$ cat config.mk
export PLATFORM = sky130hd
export DESIGN_NAME = gcd_lcm_unit_core
export DESIGN_NICKNAME = d
export VERILOG_FILES = /design/src/hdl/gclu_pkg.sv /design/src/hdl/gclu_addsub.sv /design/src/hdl/gcd_lcm_unit_core.sv
export VERILOG_INCLUDE_DIRS = /design/src /design/src/hdl
export SDC_FILE = /design/constraint.sdc
export NUM_CORES = 1
export LEC_CHECK = 0
export ABC_AREA = 1
export BUFFER_PORTS_ARGS = -buffer_cell sky130_fd_sc_hd__clkbuf_2
export CORE_MARGIN = 10
export CORE_UTILIZATION = 40
export CTS_CLUSTER_SIZE = 20
export DETAILED_ROUTE_END_ITERATION = 10
export SYNTH_ARGS = -nofsm -noshare
export SYNTH_HDL_FRONTEND = slang
export SYNTH_SLANG_ARGS = --single-unit
$ cat constraint.sdc
create_clock -name clk_i -period 5.7 [get_ports clk_i]
set_clock_uncertainty 0.05 [all_clocks]
set_input_delay 0.285 -clock clk_i [delete_from_list [all_inputs] [get_ports clk_i]]
set_output_delay 0.285 -clock clk_i [all_outputs]
set_load 0.1 [all_outputs]
$ cat src/hdl/gcd_lcm_unit_core_assert.svh
// Assertion macros used by the gcd/lcm unit core.
`ifndef GCD_LCM_UNIT_CORE_ASSERT_SVH
`define GCD_LCM_UNIT_CORE_ASSERT_SVH

// Implication checked on every rising clock edge while reset is released.
`define GCLU_ASSERT_IMPL(lbl, clk, rst_n, ante, cons, msg) \
  lbl: assert property (@(posedge clk) disable iff (!rst_n) (ante) |-> (cons)) \
    else $error(msg);

// Next-cycle implication checked while reset is released.
`define GCLU_ASSERT_NEXT(lbl, clk, rst_n, ante, cons, msg) \
  lbl: assert property (@(posedge clk) disable iff (!rst_n) (ante) |=> (cons)) \
    else $error(msg);

`endif

$ cat src/hdl/gclu_pkg.sv
// Package with the shared constants and sequencer states of the gcd/lcm unit.
package gclu_pkg;

  localparam int unsigned OPERAND_WIDTH_DEF = 16;

  typedef enum logic [2:0] {
    ST_IDLE,
    ST_GCD,
    ST_UNSHIFT,
    ST_DIV,
    ST_MUL,
    ST_FIN
  } gclu_state_e;

endpackage

$ cat src/hdl/gclu_addsub.sv
// Shared adder/subtractor used by the gcd, division and multiply steps of the sequencer.
module gclu_addsub
  import gclu_pkg::*;
#(
  parameter int unsigned OPERAND_WIDTH = OPERAND_WIDTH_DEF
) (
  input  logic [OPERAND_WIDTH:0] op_a_i,
  input  logic [OPERAND_WIDTH:0] op_b_i,
  input  logic                   sub_i,
  output logic [OPERAND_WIDTH:0] sum_o,
  output logic                   carry_o
);

  logic [OPERAND_WIDTH+1:0] full;

  // For a subtraction the carry out is high when no borrow occurred.
  assign full = {1'b0, op_a_i} + {1'b0, op_b_i ^ {(OPERAND_WIDTH+1){sub_i}}}
              + (OPERAND_WIDTH+2)'(sub_i);
  assign sum_o   = full[OPERAND_WIDTH:0];
  assign carry_o = full[OPERAND_WIDTH+1];

endmodule

$ cat src/hdl/gcd_lcm_unit_core.sv
// Top level of the gcd/lcm unit: sequencer, working registers and stream ports.
//
//  channel  | direction | payload
//  ---------+-----------+--------------------------------------------------
//  s_axis   | in        | tdata: operand_a, operand_b
//  m_axis   | out       | tdata: divisor, multiple; tuser: status
//
// A request runs through the binary gcd steps (a swap of the operands takes
// a step of its own), the restoring of the common power of two, the
// restoring division and the shift-add multiply; the gcd, division and
// multiply steps all use the one shared adder. A zero operand skips these
// steps and goes straight to the result.
// Reset clears the sequencer and the output valid flag. A stalled result
// holds in the output register; the next request may be accepted meanwhile.
module gcd_lcm_unit_core
  import gclu_pkg::*;
#(
  parameter int unsigned OPERAND_WIDTH = OPERAND_WIDTH_DEF,
  localparam int unsigned InDataW  = ((2 * OPERAND_WIDTH + 7) / 8) * 8,
  localparam int unsigned OutDataW = ((3 * OPERAND_WIDTH + 7) / 8) * 8
) (
  input  logic                clk_i,
  input  logic                rst_ni,
  input  logic                s_axis_tvalid,
  output logic                s_axis_tready,
  input  logic [InDataW-1:0]  s_axis_tdata,   // operand_a, operand_b, zero pad
  output logic                m_axis_tvalid,
  input  logic                m_axis_tready,
  output logic [OutDataW-1:0] m_axis_tdata,   // divisor, multiple, zero pad
  output logic                m_axis_tuser    // status
);

  localparam int unsigned W    = OPERAND_WIDTH;
  localparam int unsigned CntW = $clog2(W);

  gclu_state_e state_q, state_d;

  logic [W-1:0]    x_q, x_d;
  logic [W-1:0]    y_q, y_d;
  logic [W-1:0]    a_q, a_d;
  logic [W-1:0]    b_q, b_d;
  logic [W-1:0]    rem_q, rem_d;
  logic [W-1:0]    hi_q, hi_d;
  logic [CntW-1:0] k_q, k_d;
  logic [CntW-1:0] cnt_q, cnt_d;
  logic            err_q, err_d;

  logic            m_valid_q, m_valid_d;
  logic [W-1:0]    div_out_q, div_out_d;
  logic [2*W-1:0]  mult_out_q, mult_out_d;
  logic            user_q, user_d;

  logic [W:0]      alu_a, alu_b, alu_sum, rem_sh, mul_s;
  logic            alu_sub, alu_carry;
  logic [W-1:0]    in_a, in_b;
  logic            accept;

  assign in_a   = s_axis_tdata[W-1:0];
  assign in_b   = s_axis_tdata[2*W-1:W];
  assign s_axis_tready = (state_q == ST_IDLE);
  assign accept = s_axis_tvalid && s_axis_tready;
  assign rem_sh = {rem_q, a_q[W-1]};

  gclu_addsub #(
    .OPERAND_WIDTH(W)
  ) u_addsub (
    .op_a_i (alu_a),
    .op_b_i (alu_b),
    .sub_i  (alu_sub),
    .sum_o  (alu_sum),
    .carry_o(alu_carry)
  );

  // Operand selection for the shared adder.
  always_comb begin
    alu_a   = {1'b0, x_q};
    alu_b   = {1'b0, y_q};
    alu_sub = 1'b1;
    unique case (state_q)
      ST_DIV: begin
        alu_a = rem_sh;
      end
      ST_MUL: begin
        alu_a   = {1'b0, hi_q};
        alu_b   = {1'b0, b_q};
        alu_sub = 1'b0;
      end
      default: ;
    endcase
  end

  assign mul_s = a_q[0] ? alu_sum : {1'b0, hi_q};

  always_comb begin
    state_d    = state_q;
    x_d        = x_q;
    y_d        = y_q;
    a_d        = a_q;
    b_d        = b_q;
    rem_d      = rem_q;
    hi_d       = hi_q;
    k_d        = k_q;
    cnt_d      = cnt_q;
    err_d      = err_q;
    m_valid_d  = m_valid_q && !m_axis_tready;
    div_out_d  = div_out_q;
    mult_out_d = mult_out_q;
    user_d     = user_q;
    unique case (state_q)
      ST_IDLE: begin
        if (accept) begin
          x_d   = in_a;
          y_d   = in_b;
          a_d   = in_a;
          b_d   = in_b;
          k_d   = '0;
          err_d = (in_a == '0) || (in_b == '0);
          state_d = err_d ? ST_FIN : ST_GCD;
        end
      end
      ST_GCD: begin
        // Binary gcd; once the common factors of two are gone and y is odd, y stays odd.
        if (x_q == '0) begin
          state_d = ST_UNSHIFT;
        end else if (!x_q[0] && !y_q[0]) begin
          x_d = x_q >> 1;
          y_d = y_q >> 1;
          k_d = k_q + CntW'(1);
        end else if (!x_q[0]) begin
          x_d = x_q >> 1;
        end else if (!y_q[0]) begin
          y_d = y_q >> 1;
        end else if (alu_carry) begin
          x_d = alu_sum[W:1];
        end else begin
          x_d = y_q;
          y_d = x_q;
        end
      end
      ST_UNSHIFT: begin
        if (k_q == '0) begin
          rem_d   = '0;
          cnt_d   = CntW'(W - 1);
          state_d = ST_DIV;
        end else begin
          y_d = y_q << 1;
          k_d = k_q - CntW'(1);
        end
      end
      ST_DIV: begin
        // Restoring division of operand_a by the divisor; quotient bits
        // shift into a_q as the dividend bits leave it.
        a_d   = {a_q[W-2:0], alu_carry};
        rem_d = alu_carry ? alu_sum[W-1:0] : rem_sh[W-1:0];
        if (cnt_q == '0) begin
          hi_d    = '0;
          cnt_d   = CntW'(W - 1);
          state_d = ST_MUL;
        end else begin
          cnt_d = cnt_q - CntW'(1);
        end
      end
      ST_MUL: begin
        hi_d = mul_s[W:1];
        a_d  = {mul_s[0], a_q[W-1:1]};
        if (cnt_q == '0) begin
          state_d = ST_FIN;
        end else begin
          cnt_d = cnt_q - CntW'(1);
        end
      end
      ST_FIN: begin
        if (!m_valid_q || m_axis_tready) begin
          m_valid_d  = 1'b1;
          div_out_d  = err_q ? '0 : y_q;
          mult_out_d = err_q ? '0 : {hi_q, a_q};
          user_d     = err_q;
          state_d    = ST_IDLE;
        end
      end
      default: state_d = ST_IDLE;
    endcase
  end

  always_ff @(posedge clk_i or negedge rst_ni) begin
    if (!rst_ni) begin
      state_q   <= ST_IDLE;
      m_valid_q <= 1'b0;
    end else begin
      state_q   <= state_d;
      m_valid_q <= m_valid_d;
    end
  end

  always_ff @(posedge clk_i) begin
    x_q        <= x_d;
    y_q        <= y_d;
    a_q        <= a_d;
    b_q        <= b_d;
    rem_q      <= rem_d;
    hi_q       <= hi_d;
    k_q        <= k_d;
    cnt_q      <= cnt_d;
    err_q      <= err_d;
    div_out_q  <= div_out_d;
    mult_out_q <= mult_out_d;
    user_q     <= user_d;
  end

  assign m_axis_tvalid = m_valid_q;
  assign m_axis_tdata  = OutDataW'({mult_out_q, div_out_q});
  assign m_axis_tuser  = user_q;

`include "gcd_lcm_unit_core_assert.svh"

  `GCLU_ASSERT_NEXT(a_busy_after_req, clk_i, rst_ni, accept,
                    state_q != ST_IDLE, "idle after request")
  `GCLU_ASSERT_IMPL(a_err_zero, clk_i, rst_ni, m_axis_tvalid && m_axis_tuser,
                    m_axis_tdata == '0, "error result not zero")
  `GCLU_ASSERT_IMPL(a_ok_div_nonzero, clk_i, rst_ni, m_axis_tvalid && !m_axis_tuser,
                    div_out_q != '0, "zero divisor")
  `GCLU_ASSERT_IMPL(a_gcd_y_nonzero, clk_i, rst_ni, state_q == ST_GCD,
                    y_q != '0, "gcd operand lost")

endmodule

==> impl_metrics.json, run 1 <==
{
  "outcome": "complete, no violations",
  "grt_max_degree": 46,
  "fillCellCount": 2044,
  "hpwl_mm": 20.5,
  "setup_tns_ns": 0,
  "ant_nets": 0,
  "drt-total-wl_mm": 26.9,
  "drive_gt1_share_pct": 14.8,
  "holdBufCountCts": 1,
  "worstMarginPinSlew_ns": 1.07,
  "drcViolationCount": 0,
  "avgSynthCellArea_um2": 9.17,
  "yosysWarningCount": 0,
  "async_reset_ff_share_pct": 2.53,
  "drv_cap": 0,
  "h-tree-depth": 4,
  "critPathRequiredTime_ns": 5.71,
  "synth_cells": 935,
  "track_usage_pct": 18.9,
  "via_per_inst": 5.49,
  "yosysSeqAreaShare_pct": 55.1,
  "critPathMaxStageDelay_ns": 0.62,
  "regArea_um2": 4720,
  "slew_headroom_pct": 28.7,
  "die_h_um": 166,
  "path_clk_slew_ns": 0.07,
  "crit_type": "reg2reg",
  "multi_input_area_um2": 3170,
  "antenna_found_initial": 0,
  "worstPathCellList": "nor2_4 -> nand2_2 -> inv_1 -> buf_4 -> o21ai_0 -> ha_1 -> a21oi_1 -> o21ai_0 -> a21oi_1 -> nand2_1 -> a21oi_1 -> nand2_4 -> inv_2 -> o21a_1",
  "fin_crit_sh_pct": 79.9,
  "hold_violations": 0,
  "yosysUniqueCellTypes": 43,
  "gr-total-overflow": 0,
  "drtIter0Drc": 867,
  "fp.dieW_um": 166,
  "arrival_ns": 4.57,
  "ys.flop_type": "edfxtp_1",
  "synthToLayoutAreaGrowth_pct": 15.1,
  "core_um2": 21100,
  "cpMostUsedCell": "a21oi_1",
  "wl_per_cell_um": 20.7,
  "reg2reg_slack_ns": 1.14,
  "crit_family": "compound AO/OA/AOI/OAI gates",
  "grt_pass1_wl_mm": 41.1,
  "synth_edf_count": 154,
  "hp-class": "in2reg",
  "synth_area_um2": 8580,
  "die-area_um2": 27700,
  "ys_ff_latch": 158,
  "synth_fp_nets": 992,
  "maxSlewViolCount": 0,
  "num_antenna_cells": 0,
  "fin_nets": 1065,
  "cts_tree": "yes",
  "place_congestion": 0.973,
  "cts_root_buffer": "clkbuf_16",
  "layout_commonest_cell": "nand2_1",
  "start_util_pct": 40.7,
  "rows": 53,
  "worst-path-buf-inv": 3,
  "reg2regPathDepth": 14,
  "slowest_stage": "o21a_1",
  "clock_path_buffers": 2,
  "numPortBuffers": 86,
  "fin_crit_ns": 4.56,
  "drtPass1Iterations": 6,
  "num_io_pins": 87,
  "cts_inserted_buffers": 17,
  "postCtsSetupBuffers": 0,
  "path_max_fanout": 26,
  "r2r-start": "state_q[1]",
  "hold_path_depth": 1,
  "grt_setup_unrepaired": "no",
  "cts_resized": 0,
  "final_cell_mix": "210 x nand2_1, 154 x edfxtp_1, 125 x inv_1",
  "rr_endpoint": "y_q[13]",
  "min_from": "s_axis_tdata[30]",
  "critPathLaunchType": "flip-flop",
  "grt_pass1_vias": 6987,
  "fmax_ghz": 0.220,
  "cts_sinks": 158,
  "setup-violations-final": 0,
  "dr_total_vias": 7115,
  "insertion_delay_ns": 0.43,
  "hold_end": "b_q[14]",
  "endpoint_kind": "flip-flop"
}
==> how the worst max path moves through the flow <==
stage | slack [ns] | cells past startpoint | end | from
global placement | 1.35 | 14 | y_q[11] | state_q[1]
detailed placement | 1.23 | 14 | y_q[13] | state_q[1]
floorplan | 2.15 | 3 | div_out_q[0] | m_axis_tvalid
CTS | 1.21 | 14 | y_q[6] | state_q[1]
finish | 1.14 | 14 | y_q[13] | state_q[1]
global route | 0.87 | 14 | y_q[6] | state_q[1]
==> through the flow <==
step	utilization, %	setup slack [ns]	cells	cell area, um^2	hold slack (ns)
floorplan	-	2.15	935	8580	-0.0606
global placement	43.8	1.35	1263	9230	0.0469
detailed placement	43.8	1.23	1263	9230	0.0470
CTS	46.8	1.21	1296	9870	0.0122
global route	46.8	0.875	1296	9870	0.0106
finish	46.8	1.14	1296	9870	0.0285
==> cell usage after synthesis (3+ instances only) <==
master	n	area, um^2
o21ai_0	66	330
or2_2	6	37.5
nand4_1	5	31.3
nor4_1	13	81.3
ha_1	19	238
o221ai_1	28	245
o311ai_1	3	26.3
o21ai_1	12	60.1
a21boi_1	4	30.0
nand2_1	210	788
nand3_1	22	110
o211ai_1	4	30.0
clkbuf_1	33	124
xnor2_1	5	43.8
inv_1	125	469
nor2_1	86	323
nand2_2	4	25.0
xor2_1	9	78.8
buf_6	4	45.0
a22oi_1	3	22.5
inv_2	5	18.8
dfrtp_1	4	100
buf_2	3	15.0
a21oi_1	65	325
edfxtp_1	154	4620
o22ai_1	15	93.8
nor3_1	4	20.0
==> state kept, by name, indices dropped and copies added, names as in the netlist, 4 cells and up <==
signal      count
mult_out_q     32
a_q            16
b_q            16
div_out_q      16
hi_q           16
rem_q          16
x_q            16
y_q            16
cnt_q           4
k_q             4
==> metal layers <==
| metal | global-route usage (%) | share of wire, % | vias to the layer above |
|---|---|---|---|
| met5 | 0 | 0 | - |
| met4 | 5.69 | 2.2 | 0 |
| met3 | 3.74 | 9.3 | 42 |
| met2 | 28.6 | 44 | 364 |
| met1 | 26.7 | 45 | 3350 |
| li1 | - | - | 3359 |
==> layout make-up <==
cell class	instances	area share, %
multi-input cells	604	32.1
inverters	131	4.98
well taps	275	3.49
flip-flops and latches	158	47.9
repair buffers	96	5.15
clock buffers	18	4.35
clock inverters	14	2.05
==> logic make-up after synthesis <==
| kind of cell | share of synthesized area, % |
|---|---|
| compound gates | 14.8 |
| flops | 55.1 |
| xor+xnor | 1.43 |
| buf+inv | 8.05 |
| fa+ha+maj | 3.24 |
| simple gates | 17.4 |
Power of run 1 is left out: the tool's default activity adds up to more than one toggle a clock period on the data nets, which glitch-free logic cannot reach.
==> run 2: changes to the inputs <==
--- a/config.mk
+++ b/config.mk
@@ -6,7 +6,7 @@
 export SDC_FILE = /design/constraint.sdc
 export NUM_CORES = 1
 export LEC_CHECK = 0
-export ABC_AREA = 1
+export ABC_AREA = 0
 export BUFFER_PORTS_ARGS = -buffer_cell sky130_fd_sc_hd__clkbuf_2
 export CORE_MARGIN = 10
 export CORE_UTILIZATION = 40
==> constraint.sdc (replaced) <==
create_clock -name clk_i -period 4.3 [get_ports clk_i]
set_clock_uncertainty 0.05 [all_clocks]
set_input_delay 0.215 -clock clk_i [delete_from_list [all_inputs] [get_ports clk_i]]
set_output_delay 0.215 -clock clk_i [all_outputs]
set_load 0.1 [all_outputs]
==> impl_metrics.json, run 2 <==
{
  "avgSynthCellArea_um2": 9.75,
  "fmax_ghz": 0.250,
  "hpwl_mm": 21.5,
  "die_h_um": 172,
  "dp.cells": 1283,
  "grt_util_met2_pct": 28.3,
  "grt_use_met1_pct": 28.5,
  "h-tree-depth": 4,
  "synth_top_cell_by_area": "edfxtp_1",
  "cpMostUsedCell": "buf_4",
  "rows": 55,
  "ant_nets": 0,
  "path_clk_slew_ns": 0.07,
  "crit_type": "reg2reg",
  "yosysWarningCount": 0,
  "num_io_pins": 87,
  "final_cell_mix": "154 x edfxtp_1, 109 x a21oi_1, 101 x nor2_1",
  "outcome": "complete, no violations",
  "critPathRequiredTime_ns": 4.42,
  "gr-total-overflow": 0,
  "via_per_inst": 5.83,
  "cts_inserted_buffers": 17,
  "antenna_found_initial": 0,
  "drtPass1Iterations": 5,
  "ys.flop_type": "edfxtp_1",
  "insertion_delay_ns": 0.44,
  "layout_commonest_cell": "edfxtp_1",
  "worstPathCellList": "nor3b_4 -> inv_2 -> buf_4 -> buf_4 -> nor2_1 -> a21oi_1 -> ha_1 -> and2_1 -> o2111a_1 -> o211ai_2 -> nand2_2 -> a311oi_4 -> buf_4 -> a31o_2 -> o211ai_1",
  "ys_ff_latch": 158,
  "fin_nets": 1090,
  "hp-class": "in2reg",
  "critPathMaxStageDelay_ns": 0.49,
  "crit_family": "compound AO/OA/AOI/OAI gates",
  "grt_pass1_wl_mm": 43.9,
  "grt_max_degree": 67,
  "setup_tns_ns": 0,
  "grt_use_met3_pct": 4.24,
  "async_reset_ff_share_pct": 2.53,
  "core_um2": 22600,
  "synth_edf_count": 154,
  "slowest_stage": "dfrtp_2",
  "critPathLaunch": "state_q[2]",
  "drtIter0Drc": 834,
  "synth_fp_nets": 1002,
  "dr_total_vias": 7765,
  "largest_register": "mult_out_q",
  "rr_endpoint": "x_q[10]",
  "num_antenna_cells": 0,
  "post-synth-top-count-cell": "edfxtp_1",
  "wl_per_cell_um": 21.7,
  "worst-path-buf-inv": 4,
  "clock_path_buffers": 2,
  "synthToLayoutAreaGrowth_pct": 16.7,
  "track_usage_pct": 19.6,
  "drt-total-wl_mm": 28.8,
  "crit_cells": 15,
  "place_congestion": 0.948,
  "setup-violations-final": 0,
  "busiest_layer": "met1",
  "endpoint_kind": "flip-flop",
  "numPortBuffers": 86,
  "synth_cells": 945,
  "final_cells": 1331,
  "worstMarginPinSlew_ns": 0.990,
  "path_max_fanout": 30,
  "grt_setup_unrepaired": "no",
  "cts_sinks": 158,
  "synth_top_area_share_pct": 50.2,
  "yosysSeqAreaShare_pct": 51.3,
  "grt_pass1_vias": 7267,
  "worstSetupEndpoint": "x_q[10]",
  "yosysUniqueCellTypes": 64,
  "reg2reg_slack_ns": 0.30,
  "drcViolationCount": 0,
  "critPathLaunchType": "flip-flop",
  "cts_tree": "yes",
  "synth_area_um2": 9210,
  "start_util_pct": 40.7,
  "yosys-top-cells-count": "154 x edfxtp_1, 110 x a21oi_1, 101 x nor2_1",
  "final_util_pct": 47.5,
  "slew_headroom_pct": 34.0,
  "arrival_ns": 4.12,
  "largest_reg_flops": 32,
  "die-area_um2": 29500,
  "maxSlewViolCount": 0,
  "reg2regPathDepth": 15,
  "fp.dieW_um": 172,
  "hold_violations": 0,
  "cts_root_buffer": "clkbuf_16",
  "r2r-start": "state_q[2]",
  "timing.hold.ws_ns": 0.0271,
  "synth.area.top_cells": "edfxtp_1 50%, a21oi_1 6.0%, nor2_1 4.1%",
  "fillCellCount": 2148,
  "fin_crit_ns": 4.00,
  "drv_cap": 0,
  "fin_crit_sh_pct": 93.1,
  "drive_gt1_share_pct": 16.2
}
-- run 2: changes by cell type after synthesis, moves of 16 or more --
cell,previous run,this run
nor2b_1,0,51
o221ai_1,28,0
a21oi_1,65,110
and3_1,0,16
nand2_1,210,100
mux2i_1,0,30
inv_1,125,13
-- run 2: layout make-up --
cell class              count  area, um^2  share of cell area, %
inverters                  14        52.6                  0.489
multi-input cells         708        4200                   39.0
repair buffers            134         831                   7.73
well taps                 285         357                   3.32
clock inverters            15         161                   1.50
clock buffers              17         425                   3.96
flip-flops and latches    158        4730                   44.0
-- run 2: layer usage --
layer	share of wire, %	up-vias
met1	46	3700
met2	43	367
met4	1.8	0
met3	9.6	27
li1	-	3671
met5	0	-
-- run 2: worst min path at each step --
stage	from	end	slack, ns	depth (start not counted)
floorplan	rst_ni	m_axis_tvalid	-0.13	0
global placement	rst_ni	m_axis_tvalid	0.0007	1
detailed placement	rst_ni	m_axis_tvalid	-0.003	1
CTS	s_axis_tdata[21]	b_q[5]	0.01	1
global route	s_axis_tdata[21]	b_q[5]	0.03	1
finish	s_axis_tdata[21]	b_q[5]	0.03	1
-- run 2: metrics by stage --
step                      instance area, um^2  setup slack (ns)
final                                   10800             0.299
after global routing                    10800            0.0587
after CTS                               10700             0.309
after detailed placement                10000             0.366
after global placement                  10000             0.474
after floorplan                          9220            0.0185
-- run 2: timing repair --
| action | CTS | global route |
|---|---|---|
| hold buffers | 16 | 0 |
| buffers inserted | 0 | 0 |
| endpoints found under the hold margin | 19 | 0 |
| gates resized for setup | 0 | 1 |
| endpoints found under the setup margin | 0 | 6 |
-- run 2: cell families (layout without fill, tap and decap cells) --
kind of cell	after synthesis	in the layout	synth area share [%]
adders and majority gates	21	21	3.01
buffers and inverters	79	180	3.52
AOI/OAI and AO/OA	301	301	19.5
muxes	30	30	3.26
xor gates and xnor gates	18	18	1.71
and+or+nand+nor	338	338	17.7
DFF	158	158	51.3
Power of run 2 is left out for the same reason.
==> run 3: changes to the inputs <==
--- a/config.mk
+++ b/config.mk
@@ -12,6 +12,7 @@
 export CORE_UTILIZATION = 40
 export CTS_CLUSTER_SIZE = 20
 export DETAILED_ROUTE_END_ITERATION = 10
+export GPL_TIMING_DRIVEN = 0
 export SYNTH_ARGS = -nofsm -noshare
 export SYNTH_HDL_FRONTEND = slang
 export SYNTH_SLANG_ARGS = --single-unit
==> impl_metrics.json, run 3 (synthesized netlist as in run 2, its figures left out) <==
{
  "fin_crit_sh_pct": 98.8,
  "fin_area_um2": 11100,
  "regArea_um2": 4730,
  "path_max_fanout": 10,
  "wl_per_cell_um": 23.0,
  "reg2reg_slack_ns": 0.05,
  "critPathMaxStageDelay_ns": 0.36,
  "fin_crit_ns": 4.25,
  "endpoint_kind": "flip-flop",
  "critPathLaunchType": "flip-flop",
  "path_clk_slew_ns": 0.07,
  "hold_end": "b_q[13]",
  "ant_nets": 0,
  "drcViolationCount": 0,
  "rows": 55,
  "worstPathCellList": "clkbuf_4 -> nor3b_4 -> clkinv_2 -> buf_2 -> a21oi_2 -> ha_1 -> o21a_1 -> o21ai_1 -> a31oi_2 -> o211ai_2 -> nand2_2 -> a311oi_4 -> buf_6 -> a21oi_1 -> nor3_4 -> clkbuf_16",
  "r2r-start": "state_q[1]",
  "rr_endpoint": "y_q[12]",
  "cts_sinks": 158,
  "dr_total_vias": 8323,
  "drtPass1Iterations": 5,
  "largest_register": "mult_out_q",
  "reg2regPathDepth": 16,
  "place_congestion": 0.972,
  "num_antenna_cells": 0,
  "gr-total-overflow": 0,
  "drt-total-wl_mm": 31.7,
  "drive_gt1_share_pct": 18.6,
  "num_io_pins": 87,
  "critPathLaunch": "state_q[1]",
  "final_cells": 1377,
  "fillCellCount": 2115,
  "cts_root_buffer": "clkbuf_16",
  "min_from": "s_axis_tdata[29]",
  "synthToLayoutAreaGrowth_pct": 20.8,
  "grt_pass1_vias": 7764,
  "numPortBuffers": 86,
  "largest_reg_flops": 32,
  "drtIter0Drc": 1033,
  "slew_headroom_pct": 38.9,
  "clock_path_buffers": 2,
  "slowest_stage": "dfrtp_1",
  "dp.cells": 1318,
  "final_cell_mix": "154 x edfxtp_1, 101 x nor2_1, 100 x nand2_1, 100 x a21oi_1, 92 x clkbuf_2",
  "core_um2": 22600,
  "multi_input_area_um2": 4290,
  "layout_commonest_cell": "edfxtp_1",
  "track_usage_pct": 21.5,
  "crit_type": "reg2reg",
  "critPathRequiredTime_ns": 4.41,
  "fp.dieW_um": 172,
  "grt_pass1_wl_mm": 48.0,
  "cts_inserted_buffers": 17,
  "hold_violations": 0,
  "drv_cap": 0,
  "hold_path_depth": 1,
  "arrival_ns": 4.36,
  "insertion_delay_ns": 0.44,
  "die_h_um": 172,
  "fin_nets": 1136,
  "die-area_um2": 29500,
  "worstMarginPinSlew_ns": 0.917,
  "outcome": "complete, no violations",
  "start_util_pct": 40.7,
  "post_dp_cell_area_um2": 10100,
  "grt_max_degree": 37,
  "hp-class": "in2reg",
  "cts_tree": "yes",
  "antenna_found_initial": 1,
  "hpwl_mm": 23.8,
  "maxSlewViolCount": 0,
  "fmax_ghz": 0.235,
  "via_per_inst": 6.04,
  "h-tree-depth": 4,
  "setup-violations-final": 0,
  "timing.hold.ws_ns": 0.0229
}
## run 3: area by class of cell
cell class                 instances  area share (%)
multi-input combinational        708            38.6
timing repair buffer             115            6.63
clock buffer                      17            3.82
tap                              285            3.20
buffer                            65            3.34
inverter                          14           0.483
clock inverter                    15            1.50
sequential                       158            42.5
## run 3: how the worst max path moves through the flow
stage                           to  slack [ns]  cells past startpoint
floorplan                  y_q[10]        0.02                     17
global placement    mult_out_q[30]       -1.67                      5
detailed placement         y_q[10]       -1.25                     15
CTS                         y_q[3]       0.007                     18
global route               y_q[15]       -0.06                     17
finish                     y_q[12]        0.05                     16
## run 3: per-stage QoR
stage                     util, %  TNS, ns  worst slack, ns
after floorplan                 -        0           0.0185
final                        49.2        0           0.0524
after global routing         49.2   -0.551          -0.0597
after CTS                    48.4        0          0.00733
after detailed placement     44.4   -37.02            -1.25
after global placement       44.2  -118.16            -1.67
## run 3: repair_timing
action,in CTS,in global routing
endpoints found under the hold margin,19,0
buffers inserted,6,4
gates cloned,0,1
setup endpoints to repair,53,48
hold buffers,16,0
gates resized for setup,46,51
pin swaps,5,6
## run 3: layer usage
layer	wire length, um	track usage, %
met1	13700	30.3
met2	14000	32.2
met3	3060	3.51
met4	891	8.70
met5	0	0
## run 3: critical path: cells and delay by family, from the launching register on
family / cells / cell delay (ns)
AND/OR/NAND/NOR: 3 / 0.73
buffers and inverters: 5 / 1.04
flip-flops: 1 / 0.36
AO/OA/AOI/OAI: 7 / 1.45
adder cells (fa/ha/maj): 1 / 0.31
Power of run 3 is left out for the same reason.
